## src/sv/ubxfe_pkg.sv

```systemverilog
// shared types and constants for the ubx frame encoder
// used by the front, queue, back, top level and checker; no dependencies

package ubxfe_pkg;

    // sync bytes that open every frame
    localparam logic [7:0] SYNC_ONE = 8'hB5;
    localparam logic [7:0] SYNC_TWO = 8'h62;

    // input item kinds
    localparam logic KIND_HDR = 1'b0;
    localparam logic KIND_PAY = 1'b1;

    // command queue between front and back
    localparam int CMDQ_DEPTH = 4;
    localparam int CMDQ_AW    = $clog2(CMDQ_DEPTH);

    // byte positions within one command
    localparam int STEP_W = 3;
    localparam logic [STEP_W-1:0] HSTEP_SYNC1 = 3'd0;
    localparam logic [STEP_W-1:0] HSTEP_SYNC2 = 3'd1;
    localparam logic [STEP_W-1:0] HSTEP_CLASS = 3'd2;
    localparam logic [STEP_W-1:0] HSTEP_ID    = 3'd3;
    localparam logic [STEP_W-1:0] HSTEP_LENLO = 3'd4;
    localparam logic [STEP_W-1:0] HSTEP_LENHI = 3'd5;
    localparam logic [STEP_W-1:0] HSTEP_SUMA  = 3'd6;
    localparam logic [STEP_W-1:0] HSTEP_SUMB  = 3'd7;
    localparam logic [STEP_W-1:0] PSTEP_BYTE  = 3'd0;
    localparam logic [STEP_W-1:0] PSTEP_SUMA  = 3'd1;
    localparam logic [STEP_W-1:0] PSTEP_SUMB  = 3'd2;

    typedef enum logic {
        OP_HDR = 1'b0,
        OP_PAY = 1'b1
    } op_t;

    // one classified job for the back end
    typedef struct packed {
        op_t        op;
        logic [7:0] b0;     // class, or the payload byte
        logic [7:0] b1;     // id
        logic [7:0] b2;     // length low
        logic [7:0] b3;     // length high
        logic       ck;     // checksum pair follows
        logic [7:0] sum_a;
        logic [7:0] sum_b;
    } cmd_t;

    // queue status seen by front and back
    typedef struct packed {
        logic full;
        logic empty;
    } q_stat_t;

endpackage

```

## src/sv/ubxfe_front.sv

```systemverilog
// front end: accepts items, runs the fletcher sums and frame tracking,
// and pushes one command per item that produces bytes; uses ubxfe_pkg

module ubxfe_front (
    input  logic                clk,
    input  logic                rst_n,
    input  logic                in_valid,
    output logic                in_stall,
    input  logic                kind,
    input  logic [7:0]          msg_class,
    input  logic [7:0]          msg_id,
    input  logic [15:0]         payload_len,
    input  logic [7:0]          payload_byte,
    input  ubxfe_pkg::q_stat_t  q_stat,
    output logic                push,
    output ubxfe_pkg::cmd_t     cmd
);

    logic [7:0]  sum_a_reg, sum_a_next;
    logic [7:0]  sum_b_reg, sum_b_next;
    logic [15:0] bytes_left_reg, bytes_left_next;
    logic        frame_open_reg, frame_open_next;
    logic        accept;
    logic [7:0]  ha1, ha2, ha3, ha4;
    logic [7:0]  hb2, hb3, hb4;
    logic [7:0]  pa, pb;
    logic [15:0] left_dec;

    // hold off input while the queue has no room
    assign in_stall = q_stat.full;
    assign accept   = in_valid & ~in_stall;

    // header sums over class, id and both length bytes
    always_comb
    begin
        ha1 = msg_class;
        ha2 = ha1 + msg_id;
        hb2 = ha1 + ha2;
        ha3 = ha2 + payload_len[7:0];
        hb3 = hb2 + ha3;
        ha4 = ha3 + payload_len[15:8];
        hb4 = hb3 + ha4;
    end

    // payload sums and length countdown
    always_comb
    begin
        pa       = sum_a_reg + payload_byte;
        pb       = sum_b_reg + pa;
        left_dec = bytes_left_reg - 16'd1;
    end

    // next state and the command for this transaction
    always_comb
    begin
        sum_a_next      = sum_a_reg;
        sum_b_next      = sum_b_reg;
        bytes_left_next = bytes_left_reg;
        frame_open_next = frame_open_reg;
        push            = 1'b0;
        cmd.op          = ubxfe_pkg::OP_HDR;
        cmd.b0          = msg_class;
        cmd.b1          = msg_id;
        cmd.b2          = payload_len[7:0];
        cmd.b3          = payload_len[15:8];
        cmd.ck          = 1'b0;
        cmd.sum_a       = ha4;
        cmd.sum_b       = hb4;
        if (kind == ubxfe_pkg::KIND_HDR)
        begin
            cmd.ck     = (payload_len == 16'd0);
            sum_a_next = ha4;
            sum_b_next = hb4;
            if (accept)
            begin
                push            = 1'b1;
                bytes_left_next = payload_len;
                frame_open_next = (payload_len != 16'd0);
            end
        end
        else
        begin
            cmd.op    = ubxfe_pkg::OP_PAY;
            cmd.b0    = payload_byte;
            cmd.ck    = (left_dec == 16'd0);
            cmd.sum_a = pa;
            cmd.sum_b = pb;
            if (accept && frame_open_reg)
            begin
                push            = 1'b1;
                sum_a_next      = pa;
                sum_b_next      = pb;
                bytes_left_next = left_dec;
                frame_open_next = (left_dec != 16'd0);
            end
        end
    end

    // checksum and frame state
    always_ff @(posedge clk or negedge rst_n)
    begin
        if (!rst_n)
        begin
            sum_a_reg      <= 8'd0;
            sum_b_reg      <= 8'd0;
            bytes_left_reg <= 16'd0;
            frame_open_reg <= 1'b0;
        end
        else if (accept)
        begin
            sum_a_reg      <= sum_a_next;
            sum_b_reg      <= sum_b_next;
            bytes_left_reg <= bytes_left_next;
            frame_open_reg <= frame_open_next;
        end
    end

endmodule

```

## src/sv/ubxfe_cmdq.sv

```systemverilog
// short command queue between front and back end
// register based, depth from ubxfe_pkg

module ubxfe_cmdq (
    input  logic                clk,
    input  logic                rst_n,
    input  logic                push,
    input  ubxfe_pkg::cmd_t     push_cmd,
    input  logic                pop,
    output ubxfe_pkg::cmd_t     head,
    output ubxfe_pkg::q_stat_t  q_stat
);

    localparam logic [ubxfe_pkg::CMDQ_AW-1:0] LAST_PTR =
        ubxfe_pkg::CMDQ_AW'(ubxfe_pkg::CMDQ_DEPTH - 1);
    localparam logic [ubxfe_pkg::CMDQ_AW:0] FULL_CNT =
        (ubxfe_pkg::CMDQ_AW + 1)'(ubxfe_pkg::CMDQ_DEPTH);

    ubxfe_pkg::cmd_t                 entry_reg [ubxfe_pkg::CMDQ_DEPTH];
    logic [ubxfe_pkg::CMDQ_AW-1:0]   wr_ptr_reg, wr_ptr_next;
    logic [ubxfe_pkg::CMDQ_AW-1:0]   rd_ptr_reg, rd_ptr_next;
    logic [ubxfe_pkg::CMDQ_AW:0]     count_reg, count_next;
    logic                            do_push, do_pop;

    assign q_stat.full  = (count_reg == FULL_CNT);
    assign q_stat.empty = (count_reg == '0);
    assign head         = entry_reg[rd_ptr_reg];
    assign do_push      = push & ~q_stat.full;
    assign do_pop       = pop & ~q_stat.empty;

    // pointer and count update with explicit wrap
    always_comb
    begin
        wr_ptr_next = wr_ptr_reg;
        rd_ptr_next = rd_ptr_reg;
        count_next  = count_reg;
        if (do_push)
            wr_ptr_next = (wr_ptr_reg == LAST_PTR) ? '0 : wr_ptr_reg + 1'b1;
        if (do_pop)
            rd_ptr_next = (rd_ptr_reg == LAST_PTR) ? '0 : rd_ptr_reg + 1'b1;
        if (do_push && !do_pop)
            count_next = count_reg + 1'b1;
        else if (do_pop && !do_push)
            count_next = count_reg - 1'b1;
    end

    always_ff @(posedge clk or negedge rst_n)
    begin
        if (!rst_n)
        begin
            wr_ptr_reg <= '0;
            rd_ptr_reg <= '0;
            count_reg  <= '0;
        end
        else
        begin
            wr_ptr_reg <= wr_ptr_next;
            rd_ptr_reg <= rd_ptr_next;
            count_reg  <= count_next;
        end
    end

    // entry storage
    always_ff @(posedge clk)
    begin
        if (do_push)
            entry_reg[wr_ptr_reg] <= push_cmd;
    end

endmodule

```

## src/sv/ubxfe_back.sv

```systemverilog
// back end: walks each queued command byte by byte into the output register
// uses ubxfe_pkg

module ubxfe_back (
    input  logic                              clk,
    input  logic                              rst_n,
    input  ubxfe_pkg::cmd_t                   head,
    input  ubxfe_pkg::q_stat_t                q_stat,
    output logic                              pop,
    output logic                              out_valid,
    input  logic                              out_stall,
    output logic [7:0]                        out_byte,
    output logic                              frame_end,
    output logic                              run_last
);

    logic [ubxfe_pkg::STEP_W-1:0] step_reg, step_next;
    logic [ubxfe_pkg::STEP_W-1:0] last_step;
    logic                         out_valid_reg, out_valid_next;
    logic [7:0]                   out_byte_reg;
    logic                         frame_end_reg;
    logic                         run_last_reg;
    logic [7:0]                   cur_byte;
    logic                         is_last;
    logic                         out_load;
    logic                         send;

    // final byte position of the head command
    always_comb
    begin
        case (head.op)
            ubxfe_pkg::OP_HDR:
                last_step = head.ck ? ubxfe_pkg::HSTEP_SUMB : ubxfe_pkg::HSTEP_LENHI;
            ubxfe_pkg::OP_PAY:
                last_step = head.ck ? ubxfe_pkg::PSTEP_SUMB : ubxfe_pkg::PSTEP_BYTE;
            default:
                last_step = ubxfe_pkg::PSTEP_BYTE;
        endcase
    end

    // byte select for the current position
    always_comb
    begin
        cur_byte = head.sum_b;
        if (head.op == ubxfe_pkg::OP_HDR)
        begin
            case (step_reg)
                ubxfe_pkg::HSTEP_SYNC1: cur_byte = ubxfe_pkg::SYNC_ONE;
                ubxfe_pkg::HSTEP_SYNC2: cur_byte = ubxfe_pkg::SYNC_TWO;
                ubxfe_pkg::HSTEP_CLASS: cur_byte = head.b0;
                ubxfe_pkg::HSTEP_ID:    cur_byte = head.b1;
                ubxfe_pkg::HSTEP_LENLO: cur_byte = head.b2;
                ubxfe_pkg::HSTEP_LENHI: cur_byte = head.b3;
                ubxfe_pkg::HSTEP_SUMA:  cur_byte = head.sum_a;
                default:                cur_byte = head.sum_b;
            endcase
        end
        else
        begin
            case (step_reg)
                ubxfe_pkg::PSTEP_BYTE: cur_byte = head.b0;
                ubxfe_pkg::PSTEP_SUMA: cur_byte = head.sum_a;
                default:               cur_byte = head.sum_b;
            endcase
        end
    end

    // advance when the output register is free or being emptied
    assign out_load = ~out_valid_reg | ~out_stall;
    assign send     = out_load & ~q_stat.empty;
    assign is_last  = (step_reg == last_step);
    assign pop      = send & is_last;

    always_comb
    begin
        step_next      = step_reg;
        out_valid_next = out_valid_reg;
        if (out_load)
            out_valid_next = send;
        if (send)
            step_next = is_last ? '0 : step_reg + 1'b1;
    end

    // control state
    always_ff @(posedge clk or negedge rst_n)
    begin
        if (!rst_n)
        begin
            step_reg      <= '0;
            out_valid_reg <= 1'b0;
        end
        else
        begin
            step_reg      <= step_next;
            out_valid_reg <= out_valid_next;
        end
    end

    // output payload register
    always_ff @(posedge clk)
    begin
        if (send)
        begin
            out_byte_reg  <= cur_byte;
            frame_end_reg <= head.ck & is_last;
            run_last_reg  <= is_last;
        end
    end

    assign out_valid = out_valid_reg;
    assign out_byte  = out_byte_reg;
    assign frame_end = frame_end_reg;
    assign run_last  = run_last_reg;

endmodule

```

## src/sv/ubx_frame_encoder.sv

```systemverilog
// top level of the ubx frame encoder: front end, command queue, back end
// depends on ubxfe_pkg, ubxfe_front, ubxfe_cmdq, ubxfe_back
//
//  channel | direction | handshake            | payload
//  --------+-----------+----------------------+----------------------------------------
//  in      | input     | in_valid / in_stall  | kind, msg_class, msg_id, payload_len,
//          |           |                      | payload_byte
//  out     | output    | out_valid / out_stall| out_byte, frame_end, run_last
//
// one input transaction per cycle while the 4-entry command queue has room;
// the output emits one byte per cycle while out_stall is low; a header yields 6 output
// bytes (8 with a zero length) and a payload byte 1 (3 when it closes the frame).
// with an empty queue an accepted item passes the queue entry, then the output register.
// rst_n clears the checksum and frame state, the queue pointers and out_valid.
// out_stall holds the output register; in_stall rises once the queue is full.

module ubx_frame_encoder (
    input  logic        clk,
    input  logic        rst_n,
    input  logic        in_valid,
    output logic        in_stall,
    input  logic        kind,
    input  logic [7:0]  msg_class,
    input  logic [7:0]  msg_id,
    input  logic [15:0] payload_len,
    input  logic [7:0]  payload_byte,
    output logic        out_valid,
    input  logic        out_stall,
    output logic [7:0]  out_byte,
    output logic        frame_end,
    output logic        run_last
);

    ubxfe_pkg::q_stat_t q_stat;
    ubxfe_pkg::cmd_t    push_cmd;
    ubxfe_pkg::cmd_t    head;
    logic               push;
    logic               pop;

    // classify and checksum
    ubxfe_front u_front (
        .clk          (clk),
        .rst_n        (rst_n),
        .in_valid     (in_valid),
        .in_stall     (in_stall),
        .kind         (kind),
        .msg_class    (msg_class),
        .msg_id       (msg_id),
        .payload_len  (payload_len),
        .payload_byte (payload_byte),
        .q_stat       (q_stat),
        .push         (push),
        .cmd          (push_cmd)
    );

    // decoupling queue
    ubxfe_cmdq u_cmdq (
        .clk      (clk),
        .rst_n    (rst_n),
        .push     (push),
        .push_cmd (push_cmd),
        .pop      (pop),
        .head     (head),
        .q_stat   (q_stat)
    );

    // byte sequencer and output register
    ubxfe_back u_back (
        .clk       (clk),
        .rst_n     (rst_n),
        .head      (head),
        .q_stat    (q_stat),
        .pop       (pop),
        .out_valid (out_valid),
        .out_stall (out_stall),
        .out_byte  (out_byte),
        .frame_end (frame_end),
        .run_last  (run_last)
    );

endmodule

```

## config.mk

```make
export PLATFORM = sky130hd
export DESIGN_NAME = ubx_frame_encoder
export DESIGN_NICKNAME = d
export VERILOG_FILES = /design/src/sv/ubxfe_pkg.sv /design/src/sv/ubxfe_front.sv /design/src/sv/ubxfe_cmdq.sv /design/src/sv/ubxfe_back.sv /design/src/sv/ubx_frame_encoder.sv
export SDC_FILE = /design/constraint.sdc
export NUM_CORES = 1
export LEC_CHECK = 0
export BUFFER_PORTS_ARGS = -buffer_cell sky130_fd_sc_hd__buf_2
export CAP_MARGIN = 5
export CORE_UTILIZATION = 45
export CTS_CLUSTER_DIAMETER = 150
export DETAILED_ROUTE_END_ITERATION = 16
export GPL_TIMING_DRIVEN = 0
export PLACE_DENSITY = 0.58
export SYNTH_ARGS = -nofsm -noshare
export SYNTH_HDL_FRONTEND = slang
export SYNTH_SLANG_ARGS = --single-unit
```

## constraint.sdc

```tcl
create_clock -name clk -period 4.25 [get_ports clk]
set_input_delay 0.2125 -clock clk [delete_from_list [all_inputs] [get_ports clk]]
set_output_delay 0.2125 -clock clk [all_outputs]
set_load 0.02 [all_outputs]
```

# After elaboration in Yosys (flattened, before gate mapping)
# Memory sizes are Yosys's and may differ from the RTL's.
# Index checks and enable logic that the tools add are counted.
# totals
in_bits	45
wordCells	90
out_inout_bits	12
register_bits	54
ramBits	200
n_memories	1
# classes
n_eq_ne	11
n_addsub	14
n_reduce_logical	13
muxes	27
bitwise_logic	12
# memory_table
name	depth	word_bits	rd	rd_ports_with_merged_regs	write_ports	line	text
u_cmdq.entry_reg	4	50	1	0	1	ubxfe_cmdq.sv:19	ubxfe_pkg::cmd_t entry_reg [ubxfe_pkg::CMDQ_DEPTH];
# op_table
op	n
8-bit adder	8
8-bit one-hot mux with 7 select lines	1
16-bit two-way mux	3
8-bit two-way mux	5
16-bit zero test	2
16-bit nonzero test	2
8-bit one-hot mux with 2 select lines	1
16-bit by 1-bit subtractor with 16-bit output (second input constant)	1
3-bit == test (second input constant)	4
3-bit two-way mux	3
9-bit two-way mux	1
1-bit two-way mux	8
2-bit two-way mux	4
3-bit by 1-bit adder with 3-bit output (second input constant)	2
1-bit AND	6
3-bit by 2-bit == test with 1-bit output (second input constant)	2
3-bit zero test	2
3-bit one-hot mux with 2 select lines	1
1-bit NOT	5
2-bit by 1-bit adder with 2-bit output (second input constant)	2
2-bit == test (second input constant)	2
3-bit by 1-bit == test with 1-bit output (second input constant)	1
3-bit == test	1
1-bit logical AND	3
6 further kinds	7

# Longest topological paths before layout
# logic_depth
word_depth	11
ltp_mapped	23
mapped_depth_nobuf	23

# Cells and area by module
# From an unflattened synthesis, not the netlist that was laid out.
# hier_totals
hier_cells	932
area_unflattened_um2	13142.6
# by_module_without_submodules
module	seq_area_each_um2	area_per_inst_um2	instances	cells_each
ubxfe_cmdq	6180.9	7646.1	1	299
ubxfe_front	825.8	4279.1	1	499
ubxfe_back	400.4	1217.4	1	134

# Least setup slack after synthesis
# No wires, ideal clock.
# synth_timing
path_kind	input port to flip-flop
start	input msg_class[0]
end	memory u_cmdq.entry_reg[0][7] (netlist name) (data pin)
required_ns	3.964
setup_ns	0.286
setup_slack_ns	-1.172
stages	19
n_path_buf	0
arrival_ns	5.136
cell_sequence	ha_1 fa_1 fa_1 xor2_1 ha_1 nor2b_1 o21a_1 or2_2 xnor2_1 fa_1 fa_1 inv_1 ha_1 o21a_1 o31a_1 or4_1 nand3_1 xor2_1 mux2i_1
# synth_rtl
item	line	text
start, declared	ubx_frame_encoder.sv:23	input logic [7:0] msg_class,
end, declared	ubxfe_cmdq.sv:19	

==> impl_metrics.csv <==
group,metric,value,unit
outcome,violations,"negative setup slack",
hold_path,hold_path.class,"primary input to register",
global_route,grt_pass1_wl,51.3,mm
synth,synth.top_cell.area_share,48.6,%
cts,root_buffer,"clkbuf_16",
timing,timing.slew.headroom,23.2,%
place,gp_congestion,0.881,
global_route,use_met1,33.5,%
global_route,grt_usage,24.0,%
global_route,grtUsageMet3,2.46,%
cts,max-clock-path-buffers,3,
cts,numCtsBuffers,27,
power,vdd_ir_drop_max,0.916,mV
final_layout,fin_util,55.2,%
job,drv_cap,0,
critical_path,cp-endpoint,"u_cmdq.entry_reg[2][7]",
global_route,met2_usage,39.6,%
timing,slew_viol_final,0,
timing,final_hold_viol_count,0,
synth,synth_nets,1060,
cts,h-tree-depth,1,
global_route,antenna_found_initial,1,
synth,synth_cells,940,
route,vias_per_cell,5.76,
cts,cts_sinks,254,
final_layout,largest_register_ff_count,200,
critical_path,crit_type,"primary input to register",
timing,fmax,0.199,GHz
timing,worst_slew_pin_slew,1.15,ns
global_route,grt_busiest_layer,"met2",
die,ioPinCount,57,
place,portBuffers,56,
critical_path,r2r-end,"u_cmdq.entry_reg[2][7]",
die,die-area,0.0295,mm²
critical_path,rr_startpoint,"u_front.sum_a_reg[0]",
place,dpl.hpwl,23.7,mm
critical_path,reg2reg_setup_slack,0.45,ns
route,routed_wl,33.9,mm
die,start_util,46.2,%
synth,synth.area.top_cells,"edfxtp_1, dfrtp_1, mux4_2, ha_1, fa_1",
route,drt-pass1-iter-count,5,
final_layout,drive_above_1_share,26.2,%
route,drc,0,
route,vias,8389,
place,dpl_worst_slack,-1.89,ns
die,fp-row-count,61,
cts,clk_latency,0.53,ns
timing,min_period_over_period,118,%
synth,synth_edf_count,210,
synth,ys_ff_latch,254,
timing,setup_violations,15,
route,postRouteAntennaNets,0,
synth,yosys_most_used_dff,"edfxtp_1",
timing,period_minus_slack,5.02,ns
synth,yosysUniqueCellTypes,70,
power,power.leakage,5.74,nW
synth,yosysWarnings,0,
die,die_h,172,µm
final_layout,areaGrowthSynthToFinish,19.6,%
route,drt_iter0_markers,633,
final_layout,finalNetCount,1178,
power,powerDensity,977,mW/mm²
cts,clk_pin_slew,0.06,ns
cts,cts_tree,"yes",
critical_path,worstPathRequired,4.49,ns
synth,synth_seq_area_share,57.1,%
critical_path,crit_fanout,4,
outcome,status,"finished with violations",
critical_path,reg2reg_depth,13,
global_route,grt_pass1_vias,8389,
critical_path,cp.arrival,5.26,ns
global_route,grt_max_degree,51,
timing,setup_tns,-7.72,ns
timing,setup_ws,-0.772,ns
synth,postSynthAreaPerCell,13.8,µm²
global_route,overflow,0,
final_layout,diodes,0,
die,design.core.area,0.0281,mm²
critical_path,crit_path_start,"msg_id[0]",
critical_path,crit_path_end_kind,"register",
critical_path,cp-start-kind,"primary input",
die,die_w,172,µm
timing,finalClockSkew,0.00995,ns
timing,rsz0062_at_grt,"yes",
power,total_power,15.1,mW
route,wire_per_inst,23.3,µm
synth,synth_top_area_cell,"edfxtp_1",
synth,syn_area,0.0130,mm²
synth,synthArstFlopShare,17.3,%
[worst min-delay path by stage]
stage	slack, ns	depth (start not counted)	startpoint	to
floorplan	-0.08	0	rst_n	u_back.out_valid
global placement	0.41	2	in_valid	u_front.frame_open_reg
detailed placement	0.42	2	in_valid	u_front.frame_open_reg
CTS	0.01	1	kind	u_cmdq.entry_reg[0][49]
global route	0.03	1	payload_len[0]	u_cmdq.entry_reg[1][25]
finish	0.04	1	kind	u_cmdq.entry_reg[3][49]
[per-layer routing]
layer	up-vias	part of all wire, %
met2	235	48
met4	0	2.7
met1	4266	44
met3	55	5.1
li1	3833	-
met5	-	0
[cell type report]
cell class              instances  area (µm²)
flip-flops and latches        254        7410
repair buffers                 89         616
clock buffers                  34         742
plain buffers                  44         184
fillers                      2379       12600
well taps                     378         473
inverters                      51         191
multi-input cells             591        5700
clock inverters                15         188
[cells in the mapped netlist, drive strengths merged, types with 18 or more instances]
library cell	n
a21oi	44
clkbuf	29
dfrtp	44
edfxtp	210
fa	19
ha	56
inv	51
mux2	19
mux4	48
nand2	92
nor2	28
o21ai	53
xnor2	18
xor2	19
[through the flow]
stage          instances  area (µm²)  hold WS [ns]
2_1_floorplan        940       13100       -0.0831
3_3_place_gp        1374       13800         0.413
3_5_place_dp        1375       13800         0.420
4_1_cts             1450       15300        0.0124
5_1_grt             1456       15500        0.0254
6_report            1456       15500        0.0367
[placed cells by master (no fill, tap or decap), types with 13 or more instances in the layout]
cell	count
edfxtp_1	210
nand2_1	91
buf_2	62
o21ai_0	49
mux4_2	48
inv_1	47
dfrtp_1	44
ha_1	43
clkbuf_1	31
a21oi_1	31
clkbuf_16	27
nor2_1	26
buf_4	21
mux2_2	16
fa_1	15
mux2i_1	14
o22ai_1	13
[where the power goes]
group / switching (mW) / internal, mW
clock: 0.967 / 1.48
combinational: 4.72 / 3.79
sequential: 0.305 / 3.89
[what timing repair did]
item                                   4_1_cts  5_1_grt
endpoints found under the hold margin       74        0
pin swaps                                   28       27
hold buffers                                10        0
gates resized for setup                     45       30
setup endpoints to repair                   30       30
buffers inserted                            16        6
[worst max-delay path: stages]
cell and delay, ns:
buf_12 0.11, ha_4 0.17, fa_2 0.38, a21o_1 0.20, a21oi_4 0.16, o21bai_1 0.10, a21oi_2 0.19, xnor2_2 0.12
ha_1 0.36, xnor2_2 0.24, ha_4 0.26, mux2_4 0.31, a311oi_4 0.31, fa_1 0.47, inv_2 0.07, fa_1 0.43
ha_2 0.20, or4_4 0.49, nand3_4 0.12, xor2_4 0.22, mux2i_4 0.13
[kinds of logic (layout without fill, tap and decap cells)]
family / after synthesis / in the layout / share of synthesized area [%]
muxes: 82 / 82 / 11.1
adders and majority gates: 75 / 75 / 8.34
and+or+nand+nor: 191 / 191 / 7.28
DFF: 254 / 254 / 57.1
xor gates and xnor gates: 39 / 39 / 2.85
buffers and inverters: 95 / 233 / 2.90
AOI/OAI and AO/OA: 204 / 204 / 10.3
Note: power is estimated with default switching activity, not from simulation.
